$ cat src/qau_pkg.sv
// qau_pkg: operation codes, status codes, classes and queue sizing shared by the
// quaternion arithmetic unit. Depends on nothing.
package qau_pkg;

    typedef logic [2:0] t_op;
    localparam t_op OP_PRODUCT   = 3'd0;
    localparam t_op OP_DOT       = 3'd1;
    localparam t_op OP_NEGATE    = 3'd2;
    localparam t_op OP_LENGTH    = 3'd3;
    localparam t_op OP_NORMALIZE = 3'd4;
    localparam t_op OP_MATRIX    = 3'd5;

    typedef logic [1:0] t_status;
    localparam t_status ST_OK   = 2'd0;
    localparam t_status ST_SAT  = 2'd1;
    localparam t_status ST_ZERO = 2'd2;

    localparam logic [1:0] ROW_FIRST = 2'd0;
    localparam logic [1:0] ROW_LAST  = 2'd2;

    // execution class picked by the front end
    typedef enum logic [1:0] {
        CL_MUL  = 2'd0,
        CL_NEG  = 2'd1,
        CL_ROOT = 2'd2,
        CL_NONE = 2'd3
    } t_cls;

    typedef struct packed {
        t_op  op;
        t_cls cls;
    } t_tag;

    localparam int QDEPTH = 4;
    localparam int QPTRW  = $clog2(QDEPTH);

    // operand pairs of the 16 product slots, component 0 = w .. 3 = z
    localparam int NPROD = 16;
    localparam int PA [NPROD] = '{0, 1, 2, 3, 0, 1, 3, 2, 0, 2, 1, 3, 0, 3, 2, 1};
    localparam int PB [NPROD] = '{0, 1, 2, 3, 1, 0, 2, 3, 2, 0, 3, 1, 3, 0, 1, 2};

    function automatic t_cls classify(t_op op);
        t_cls c;
        unique case (op)
            OP_PRODUCT, OP_DOT, OP_MATRIX: c = CL_MUL;
            OP_NEGATE:                     c = CL_NEG;
            OP_LENGTH, OP_NORMALIZE:       c = CL_ROOT;
            default:                       c = CL_NONE;
        endcase
        return c;
    endfunction

endpackage

$ cat src/qau_front.sv
// qau_front: input queue of the quaternion unit; classifies each word on entry.
// Depends on qau_pkg.
module qau_front #(
    parameter int COMP_WIDTH = 18
) (
    input  logic                          i_clk,
    input  logic                          i_rst_n,
    input  logic                          i_valid,
    output logic                          o_ready,
    input  qau_pkg::t_op                  i_op,
    input  logic [3:0][COMP_WIDTH-1:0]    i_a,
    input  logic [3:0][COMP_WIDTH-1:0]    i_b,
    output logic                          o_head_valid,
    output qau_pkg::t_tag                 o_head_tag,
    output logic [3:0][COMP_WIDTH-1:0]    o_head_a,
    output logic [3:0][COMP_WIDTH-1:0]    o_head_b,
    input  logic                          i_pop
);
    import qau_pkg::*;

    t_tag                       r_tag [QDEPTH];
    logic [3:0][COMP_WIDTH-1:0] r_a   [QDEPTH];
    logic [3:0][COMP_WIDTH-1:0] r_b   [QDEPTH];
    logic [QPTRW-1:0]           r_wr, n_wr, r_rd, n_rd;
    logic [QPTRW:0]             r_cnt, n_cnt;
    logic                       push, pop;
    t_tag                       tag_in;

    assign o_ready      = (r_cnt != (QPTRW+1)'(QDEPTH));
    assign o_head_valid = (r_cnt != '0);
    assign push         = i_valid && o_ready;
    assign pop          = i_pop && o_head_valid;

    assign tag_in.op  = i_op;
    assign tag_in.cls = classify(i_op);

    assign o_head_tag = r_tag[r_rd];
    assign o_head_a   = r_a[r_rd];
    assign o_head_b   = r_b[r_rd];

    always_comb begin
        n_wr  = push ? r_wr + 1'b1 : r_wr;
        n_rd  = pop ? r_rd + 1'b1 : r_rd;
        n_cnt = r_cnt + (QPTRW+1)'(push) - (QPTRW+1)'(pop);
    end

    always_ff @(posedge i_clk) begin
        if (!i_rst_n) begin
            r_wr  <= '0;
            r_rd  <= '0;
            r_cnt <= '0;
        end else begin
            r_wr  <= n_wr;
            r_rd  <= n_rd;
            r_cnt <= n_cnt;
        end
    end

    // matrix conversion squares A, so B is replaced by A here
    always_ff @(posedge i_clk) begin
        if (push) begin
            r_tag[r_wr] <= tag_in;
            r_a[r_wr]   <= i_a;
            r_b[r_wr]   <= (i_op == OP_MATRIX) ? i_a : i_b;
        end
    end

endmodule

$ cat config.mk
export PLATFORM = sky130hd
export DESIGN_NAME = qau_front
export DESIGN_NICKNAME = d
export VERILOG_FILES = /design/src/qau_pkg.sv /design/src/qau_front.sv
export SDC_FILE = /design/constraint.sdc
export NUM_CORES = 1
export LEC_CHECK = 0
export ABC_AREA = 1
export BUFFER_PORTS_ARGS = -buffer_cell sky130_fd_sc_hd__buf_4
export CAP_MARGIN = 40
export CORE_MARGIN = 10
export CORE_UTILIZATION = 45
export DETAILED_ROUTE_END_ITERATION = 8
export GPL_ROUTABILITY_DRIVEN = 1
export PLACE_DENSITY = 0.62
export SETUP_SLACK_MARGIN = 0.5
export SLEW_MARGIN = 40
export SYNTH_ARGS = -nofsm -noshare
export SYNTH_HDL_FRONTEND = slang
export SYNTH_SLANG_ARGS = --single-unit
$ cat constraint.sdc
create_clock -name i_clk -period 23.9 [get_ports i_clk]
set_input_delay 0 -clock i_clk [delete_from_list [all_inputs] [get_ports i_clk]]
set_output_delay 0 -clock i_clk [all_outputs]
set_load 0.02 [all_outputs]
==> out/metrics.yaml, run 1 <==
global_route:
  antenna_found_initial: 3
  grt_max_degree: 204
  first_global_vias: 14800
  grt_pass1_wl_um: 89400
  gr-usage-all-layers_pct: 18.7
  grt_overflow: 0
cells_and_area:
  multi_input_area_mm2: 0.00448
  drive_gt1_share_pct: 18.2
  final_nets: 2317
  nFillCells: 4015
  syn2layout_area_growth_pct: 26.2
  seq_area_mm2: 0.0181
timing:
  worstMarginPinSlew_ns: 0.791
  skew_ns: 0.0137
  setup_violations: 0
  maxSlewViolCount: 0
  grt_setup_unrepaired: "no"
  tns_ns: 0
  min_period_ns: 3.26
  slew_headroom_pct: 46.7
  clock.fmax_mhz: 307
  period_share_pct: 13.6
  hold_viol: 0
run_status:
  outcome: "finished, final reports clean"
critical_path:
  cpPeakStageDelay_ns: 0.68
  crit_chain: "inv_16 -> buf_6 -> o21ai_0 -> o22ai_1 -> buf_4"
  cp-start-kind: "flop"
  arrival_ns: 3.26
  critPathMaxFanout: 203
  cp_slowest_cell: "buf_6"
  cp-end-kind: "primary output"
  path_class: "reg -> out"
  critical_path_required_ns: 23.90
synth:
  syn_nets: 1900
  seq_area_frac_synth_pct: 77.1
  yosys.area.top_type: "edfxtp_1"
  synth_edf_count: 596
  yosysTopAreaCellShare_pct: 76.3
  ys_types: 21
  synth_area_leaders: "edfxtp_1 76%, o21ai_0 6.4%, nor2_1 5.0%"
  ys.flop_type: "edfxtp_1"
  synth_seq_cells: 605
  avgSynthCellArea_um2: 13.5
  yosys_warnings: 0
  syn-cell-area_mm2: 0.0234
  async_reset_ff_share_pct: 0
  netlist_instances: 1742
  post-synth-top-count-cell: "edfxtp_1"
  synth_common_cells: "596 x edfxtp_1, 310 x nor2_1, 300 x o21ai_0"
floorplanning:
  die_h_um: 248
  die_area_mm2: 0.0616
  coreArea_mm2: 0.0514
  rows: 83
  dieWidth_um: 248
  start_util_pct: 45.6
  ios: 302
power_and_ir_drop:
  power.leakage_nw: 10.7
  powerDensity_mw_per_mm2: 102
  power.total_mw: 3.03
  ir_drop_uv: 61.4
clock_tree:
  clkTransAtPathRegs_ns: 0.06
  cts_tree: "done"
  clk_latency_ns: 0.60
  cts.sinks: 605
  cts_buffer_depth: 3
  numCtsBuffers: 58
  post_cts_buffers: 0
  holdBufCountCts: 148
  post_cts_resized: 0
  htree_levels: 2
  root_buffer: "clkbuf_16"
placement:
  numPortBuffers: 301
  dp_hpwl_um: 34300
  routabilityCongestion: 0.779
detailed_routing:
  dr.pass1.iters: 5
  vias: 15300
  ant_nets: 0
  wl_um: 59700
  post_drt_via_cell_ratio: 5.29
  routedWlPerCell_um: 20.7
  drcViolationCount: 0
  drt_iter0_markers: 1189
flow_run:
  max_cap_violations: 0
worst_hold_path:
  hold_path_class: "in -> reg"
==> path summary, 6_finish.rpt <==
path                                      startpoint  depth (start not counted)                    to  slack, ns
worst max register to register   r_cnt[1]$_SDFF_PN0_                          6  r_b[0][57]$_DFFE_PP_      21.45
worst max-delay path                            flop                          5          o_head_a[71]      20.64
worst min-delay path                         i_b[71]                          3  r_b[2][71]$_DFFE_PP_       0.03
worst min register to register  r_rd[0]$_SDFFE_PN0P_                          2                  flop       0.49
==> final cells by class <==
cell class              count  area share, %
diodes                      3         0.0254
clock buffers              82           5.35
clock inverters            23          0.537
inverters                  90           1.21
multi-input cells         935           15.1
flip-flops and latches    605           61.1
well taps                 680           2.88
repair buffers            469           13.7
==> flip-flops by register name (all words and copies together), names as in the netlist, named ones only <==
signal  count
r_cnt       3
r_a       288
r_rd        2
r_b       288
r_tag      20
r_wr        2
==> kinds of logic (layout without fill, tap and decap cells) <==
logic type / count (synthesis) / in the layout / share of synthesized area, %
buffers and inverters: 202 / 664 / 3.95
AO/OA/AOI/OAI: 528 / 528 / 12.1
flip-flops: 605 / 605 / 77.1
AND/OR/NAND/NOR: 400 / 400 / 6.45
other: 0 / 3 / 0
adder cells (fa/ha/maj): 7 / 7 / 0.406
==> metal layers <==
metal / up-vias / routed length [µm] / GRT usage, %
met5: - / 13 / 0
met4: 2 / 1200 / 4.81
met3: 75 / 4430 / 4.51
met2: 471 / 28200 / 29.3
met1: 7499 / 25900 / 26.0
li1: 7228 / - / -
==> critical path, delay by kind of cell (launching register included) <==
kind,cells,cell delay [ns]
buffers and inverters,3,1.42
AO/OA/AOI/OAI,2,0.59
flip-flops,1,0.47
==> cells in the final DEF (no fill, tap or decap) <==
cell type      instances
a21boi_0               2
a21oi_1                5
buf_12                 5
buf_16                 4
buf_4                305
buf_6                  4
buf_8                  2
bufinv_16              2
clkbuf_1              21
clkbuf_16             59
clkbuf_8               2
clkinv_1              12
clkinv_2               6
clkinvlp_4             2
dfxtp_1                7
dfxtp_4                2
diode_2                3
dlygate4sd3_1        149
edfxtp_1             596
fa_1                   1
ha_1                   6
inv_1                 88
inv_16                 1
inv_6                  2
nand2_1               86
nand3_1                3
nand3_4                1
nor2_1               306
nor2_4                 4
o21ai_0              298
o21ai_1               74
o22ai_1              149
==> through the flow <==
stage	instances	area [µm²]	hold slack [ns]	utilization [%]	setup WS [ns]
floorplan	1742	23400	0.0976	-	16.16
finish	2887	29600	0.0321	57.6	20.64
global placement	2623	26200	0.210	50.9	20.61
CTS	2882	29500	0.00179	57.5	20.37
global route	2886	29600	0.0209	57.6	20.54
detailed placement	2629	26300	0.211	51.2	21.02
==> report_power, final <==
group | leakage (nW) | internal (mW) | switching (mW)
combinational | 4.36 | 0.287 | 0.567
clock | 0.842 | 0.479 | 0.366
sequential | 5.54 | 1.30 | 0.0323
total | 10.7 | 2.06 | 0.965
(Power assumes the default switching activity.)
==> run 2: changes to the inputs <==
- ABC_AREA: 1 -> 0
- clock period: 23.9 -> 3.4 ns (I/O delays scaled with it)
==> out/metrics.yaml, run 2 <==
run_status:
  outcome: "finished, final reports clean"
timing:
  skew_ns: 0.00796  # -0.00573 ns
  slew_headroom_pct: 54.8  # +8.1 points
  worstMarginPinSlew_ns: 0.678  # -0.114 ns
  tns_ns: 0  # unchanged
  min_period_ns: 2.38
  hold_viol: 0  # unchanged
  maxSlewViolCount: 0  # unchanged
  period_share_pct: 69.9
  setup_violations: 0  # unchanged
  grt_setup_unrepaired: "no"
  hold_slack_ns: 0.161  # +0.129 ns
  clock.fmax_mhz: 421
cells_and_area:
  nFillCells: 3579  # -11%
  layout_common_cells: "596 x edfxtp_1, 312 x buf_4, 150 x dlygate4sd3_1"
  reg.largest.list: "r_a x288, r_b x288, r_tag x20"
  final_nets: 1569  # -32%
  drive_gt1_share_pct: 44.1  # +26 points
  layout_commonest_cell: "edfxtp_1"
  syn2layout_area_growth_pct: 29.0
clock_tree:
  clkTransAtPathRegs_ns: 0.06  # about the same
  cts.sinks: 605  # unchanged
  cts_tree: "done"
  htree_levels: 2  # unchanged
  root_buffer: "clkbuf_16"
  post_cts_buffers: 0  # unchanged
  numCtsBuffers: 60  # +3.4%
  holdBufCountCts: 150  # +1.4%
  post_cts_resized: 0  # unchanged
  cts_buffer_depth: 3  # unchanged
  clk_latency_ns: 0.59  # about the same
synth:
  avgSynthCellArea_um2: 25.1  # +86%
  synth_seq_cells: 605  # unchanged
  syn_nets: 1070  # -44%
  synth_fa_ha_area_share_pct: 0.416  # +0.010 points
  synth_edf_count: 596  # unchanged
  netlist_instances: 912  # -48%
  ys.flop_type: "edfxtp_1"
  async_reset_ff_share_pct: 0  # unchanged
  yosys.area.top_type: "edfxtp_1"
  yosys_warnings: 0  # unchanged
  synth_top_family_by_area: "multiplexers"
  synth_compound_gate_area_share_pct: 0.164  # -12 points
  syn-cell-area_mm2: 0.0229  # -2.5%
  synth_area_leaders: "edfxtp_1 78%, mux4_2 15%, mux2_2 3.5%"
  ys_types: 23  # +9.5%
  post-synth-top-count-cell: "edfxtp_1"
  synth_mux_area_share_pct: 18.3  # +18 points
  seq_area_frac_synth_pct: 79.1  # +2.0 points
  yosysTopAreaCellShare_pct: 78.3  # +2.0 points
  synth_common_cells: "596 x edfxtp_1, 149 x mux4_2, 72 x mux2_2"
  yosys.area_share.simple_pct: 0.449  # -6.0 points
  synth_xor_area_share_pct: 0.153  # +0.15 points
critical_path:
  cp-start-kind: "flop"
  critPathTopFamily: "adder cells"
  cp-end-kind: "flop"
  cp_num_buf_inv: 4  # +1
  cp_slowest_cell: "dfxtp_1"
  crit_start: "r_cnt[1]$_SDFF_PN0_"
  path_class: "reg -> reg"
  arrival_ns: 2.87  # -0.39 ns
  critical_path_required_ns: 3.89  # -20.01 ns
  crit_chain: "nor2_1 -> a21boi_1 -> buf_4 -> inv_1 -> ha_1 -> inv_1 -> ha_1 -> inv_1 -> fa_1 -> xnor2_1 -> xnor2_1 -> and2_1"
  cpMostUsedCell: "inv_1"
  r2r_start: "r_cnt[1]$_SDFF_PN0_"
  cpPeakStageDelay_ns: 0.45  # -0.23 ns
  critPathMaxFanout: 7  # -97%
global_route:
  gr-usage-all-layers_pct: 16.7  # -2.0 points
  grt_use_met2_pct: 27.1  # -2.2 points
  grt_max_degree: 102  # -50%
  antenna_found_initial: 3  # unchanged
  grt-busiest-layer: "met2"
  grt_overflow: 0  # unchanged
  grt_pass1_wl_um: 76600  # -14%
  first_global_vias: 12100  # -18%
  met3_usage_pct: 3.86  # -0.65 points
  use_met1_pct: 22.4  # -3.6 points
detailed_routing:
  wl_um: 50300  # -16%
  drt_iter0_markers: 763  # -36%
  ant_nets: 0  # unchanged
  routedWlPerCell_um: 23.6  # +14%
  vias: 11100  # -27%
  dr.pass1.iters: 5  # unchanged
  post_drt_via_cell_ratio: 5.21  # -1.5%
  drcViolationCount: 0  # unchanged
floorplanning:
  rows: 82  # -1.2%
  die_h_um: 245  # -1.2%
  dieWidth_um: 245  # -1.2%
  coreArea_mm2: 0.0502  # -2.4%
  start_util_pct: 45.6  # -0.055 points
  ios: 302  # unchanged
  die_area_mm2: 0.0602  # -2.3%
placement:
  routabilityCongestion: 0.729  # -6.5%
  numPortBuffers: 301  # unchanged
  dp_hpwl_um: 30300  # -12%
power_and_ir_drop:
  ir_drop_uv: 428  # +600%
  power.leakage_nw: 9.97  # -7.2%
  powerDensity_mw_per_mm2: 724  # +610%
flow_run:
  max_cap_violations: 0  # unchanged
worst_hold_path:
  min_from: "i_a[42]"
  hold_path_class: "in -> reg"
[run 2: path summary, 6_finish.rpt]
kind                     endpoint  slack (ns)  depth (start not counted)
max           r_cnt[2]$_SDFF_PN0_        1.02                         12
min          r_a[3][42]$_DFFE_PP_        0.16                          2
max reg2reg   r_cnt[2]$_SDFF_PN0_        1.02                         12
min reg2reg  r_wr[1]$_SDFFE_PN0P_        0.51                          2
[run 2: report_power, final]
part | switching, mW | internal, mW
Sequential | 0.197 | 9.06
Combinational | 3.16 | 2.68
Clock | 2.65 | 3.58
Total | 6.00 | 15.3
[run 2: worst register-to-register path, stage by stage, from the launching register on]
cell and delay, ns:
dfxtp_1 0.45, nor2_1 0.10, a21boi_1 0.14, buf_4 0.17, inv_1 0.05, ha_1 0.28, inv_1 0.07, ha_1 0.13
inv_1 0.06, fa_1 0.40, xnor2_1 0.15, xnor2_1 0.13, and2_1 0.15
[run 2: logic make-up after synthesis]
logic type / count (synthesis)
buffers and inverters: 49
adder cells (fa/ha/maj): 7
AND/OR/NAND/NOR: 19
flip-flops: 605
XOR/XNOR: 4
multiplexers: 223
AO/OA/AOI/OAI: 5
[run 2: layer usage]
| layer | wire length [µm] | vias to the layer above |
|---|---|---|
| met2 | 25200 | 309 |
| met4 | 968 | 0 |
| met1 | 21100 | 5852 |
| li1 | - | 4900 |
| met5 | 0 | - |
| met3 | 3040 | 60 |
[run 2: cell type report]
| type | count | area (µm²) | area share, % |
|---|---|---|---|
| Antenna cell | 3 | 7.51 | 0.0255 |
| Clock buffer | 75 | 1580 | 5.36 |
| Clock inverter | 35 | 274 | 0.930 |
| Inverter | 6 | 22.5 | 0.0764 |
| Multi-Input combinational cell | 258 | 4470 | 15.2 |
| Sequential cell | 605 | 18100 | 61.4 |
| Tap cell | 672 | 841 | 2.85 |
| Timing Repair Buffer | 480 | 4200 | 14.2 |
[run 2: through the flow]
stage / util [%] / setup WS, ns / power [mW] / instance area, µm² / instances
2_1_floorplan: - / 0.177 / 12.9 / 22900 / 912
3_3_place_gp: 52.0 / 1.08 / 15.2 / 26100 / 1869
3_5_place_dp: 52.0 / 1.02 / 15.2 / 26100 / 1870
4_1_cts: 58.7 / 0.878 / 21.7 / 29400 / 2130
5_1_grt: 58.7 / 0.862 / 22.3 / 29500 / 2133
6_report: 58.7 / 1.02 / 21.3 / 29500 / 2134
==> run 3: changes to the inputs <==
- clock period: 3.4 -> 2.2 ns (I/O delays scaled with it)
==> out/metrics.yaml, run 3 (synthesis results as in run 2) <==
global_route:
  antenna_found_initial: 1  # -2
  gr-usage-all-layers_pct: 17.7  # +0.93 points
  grt_pass1_wl_um: 80400  # +4.9%
  first_global_vias: 12700  # +4.6%
  grt_overflow: 0  # unchanged
  grt_max_degree: 73  # -28%
clock_tree:
  numCtsBuffers: 58  # -3.3%
  cts_tree: "done"
  clkTransAtPathRegs_ns: 0.06  # about the same
  root_buffer: "clkbuf_16"
  cts_buffer_depth: 3  # unchanged
  clk_latency_ns: 0.61  # +0.02 ns
  cts.sinks: 605  # unchanged
  htree_levels: 2  # unchanged
critical_path:
  critical_path_required_ns: 2.20  # -1.69 ns
  cp-start-kind: "flop"
  critPathMaxFanout: 15  # +8
  arrival_ns: 2.12  # -0.75 ns
  path_class: "reg -> out"
  r2r_start: "r_cnt[0]$_SDFF_PN0_"
  cp-end-kind: "primary output"
run_status:
  outcome: "finished, final reports clean"
power_and_ir_drop:
  p_switching_mw: 10.0  # +66%
  powerDensity_mw_per_mm2: 1100  # +51%
  power.leakage_nw: 11.4  # +15%
  swShare_pct: 27.8  # -0.31 points
  p_int_mw: 25.9  # +69%
  ir_drop_uv: 687  # +60%
  pwr-share-seq_pct: 39.8  # -3.6 points
  clkPwrFrac_pct: 26.3  # -2.9 points
  power_frac_comb_pct: 33.9  # +6.5 points
timing:
  tns_ns: 0  # unchanged
  setup_violations: 0  # unchanged
  min_period_ns: 2.12
  layout_setup_ws_ns: 0.0815  # -0.943 ns
  clock.fmax_mhz: 472
  hold_viol: 0  # unchanged
  period_share_pct: 96.3
  slew_headroom_pct: 59.8  # +5.0 points
  maxSlewViolCount: 0  # unchanged
  skew_ns: 0.0113  # +0.00332 ns
  worstMarginPinSlew_ns: 0.603  # -0.0747 ns
  grt_setup_unrepaired: "yes"
floorplanning:
  die_h_um: 245  # unchanged
  coreArea_mm2: 0.0502  # unchanged
  dieWidth_um: 245  # unchanged
  start_util_pct: 45.6  # unchanged
  ios: 302  # unchanged
  rows: 82  # unchanged
  die_area_mm2: 0.0602  # unchanged
cells_and_area:
  final_nets: 1731  # +10%
  fin_cells: 2289  # +7.3%
  layout_commonest_cell: "edfxtp_1"
  drive_gt1_share_pct: 49.8  # +5.7 points
  syn2layout_area_growth_pct: 43.3
  layout_common_cells: "596 x edfxtp_1, 244 x buf_4, 149 x mux4_2, 149 x dlygate4sd3_1, 123 x buf_6"
  nFillCells: 3244  # -9.4%
  stdcell_area_mm2: 0.0327  # +11%
  reg.largest.list: "r_a x288, r_b x288, r_tag x20"
detailed_routing:
  wl_um: 56900  # +13%
  drcViolationCount: 0  # unchanged
  drt_iter0_markers: 798  # +4.6%
  routedWlPerCell_um: 24.9  # +5.5%
  ant_nets: 0  # unchanged
  dr.pass1.iters: 5  # unchanged
  vias: 12000  # +7.6%
  post_drt_via_cell_ratio: 5.23  # +0.35%
placement:
  placed_cell_area_mm2: 0.0267  # +2.3%
  dp_slack_ns: 0.0524  # -0.964 ns
  dp_hpwl_um: 32200  # +6.2%
  routabilityCongestion: 0.767  # +5.3%
  numPortBuffers: 301  # unchanged
  dpl.cell_count: 1910  # +2.1%
flow_run:
  max_cap_violations: 0  # unchanged
worst_hold_path:
  min_from: "i_valid"
  hold_path_class: "in -> reg"
[run 3: changes by cell type in the layout (fill, tap and decap cells not counted), sizes merged]
| cell | delta |
|---|---|
| dlygate4sd3 | -1 |
| inv | -1 |
| clkinvlp | -1 |
| clkbuf | +37 |
| clkinv | -8 |
| diode | -2 |
| buf | +132 |
| bufinv | -1 |
[run 3: worst max-delay path, cell delays in order (launching register included)]
cell	delay (ns)
dfxtp_4	0.40
buf_12	0.20
buf_4	0.18
mux4_2	0.54
buf_4	0.18
[run 3: metal layers]
layer	up-vias	routed length [µm]	global-route usage (%)
met3	61	3250	4.22
li1	5244	-	-
met4	0	1010	4.36
met5	-	0	0
met1	6330	24000	23.8
met2	335	28700	28.7
[run 3: final timing paths]
kind | end | slack (ns) | cells after the start
worst min register to register | r_wr[1]$_SDFFE_PN0P_ | 0.50 | 2
worst max register to register | r_cnt[2]$_SDFF_PN0_ | 0.14 | 9
worst max-delay path | o_head_b[20] | 0.08 | 4
worst min-delay path | r_cnt[1]$_SDFF_PN0_ | 0.14 | 6
[run 3: timing repair]
| item | 4_1_cts | 5_1_grt |
|---|---|---|
| gates cloned | 9 | 40 |
| hold buffers | 149 | 0 |
| endpoints found under the setup margin | 517 | 634 |
| hold endpoints to repair | 605 | 0 |
| buffers inserted | 40 | 37 |
| gates resized for setup | 112 | 109 |
| pin swaps | 6 | 0 |
[run 3: through the flow]
step / util, % / hold WS (ns) / power, mW
3_3_place_gp: 53.2 / 0.209 / 24.1
5_1_grt: 65.3 / 0.126 / 37.3
4_1_cts: 61.9 / 0.0355 / 35.3
3_5_place_dp: 53.2 / 0.212 / 24.2
2_1_floorplan: - / 0.0989 / 19.9
6_report: 65.3 / 0.137 / 35.9
[run 3: power groups by stage]
stage / Combinational [mW] / Sequential [mW] / Clock (mW)
2_1_floorplan: 5.46 / 14.5 / 0
3_3_place_gp: 9.56 / 14.5 / 0
3_5_place_dp: 9.56 / 14.6 / 0
4_1_cts: 11.3 / 14.3 / 9.63
5_1_grt: 12.8 / 14.4 / 10.1
6_report: 12.2 / 14.3 / 9.43
[run 3: cell type report]
type / instances / area [µm²] / area share, %
clock inverters: 24 / 185 / 0.566
multi-input cells: 258 / 4500 / 13.7
clock buffers: 79 / 1600 / 4.90
well taps: 672 / 841 / 2.57
repair buffers: 644 / 7500 / 22.9
inverters: 6 / 22.5 / 0.0688
flip-flops and latches: 605 / 18100 / 55.3
diodes: 1 / 2.50 / 0.00764
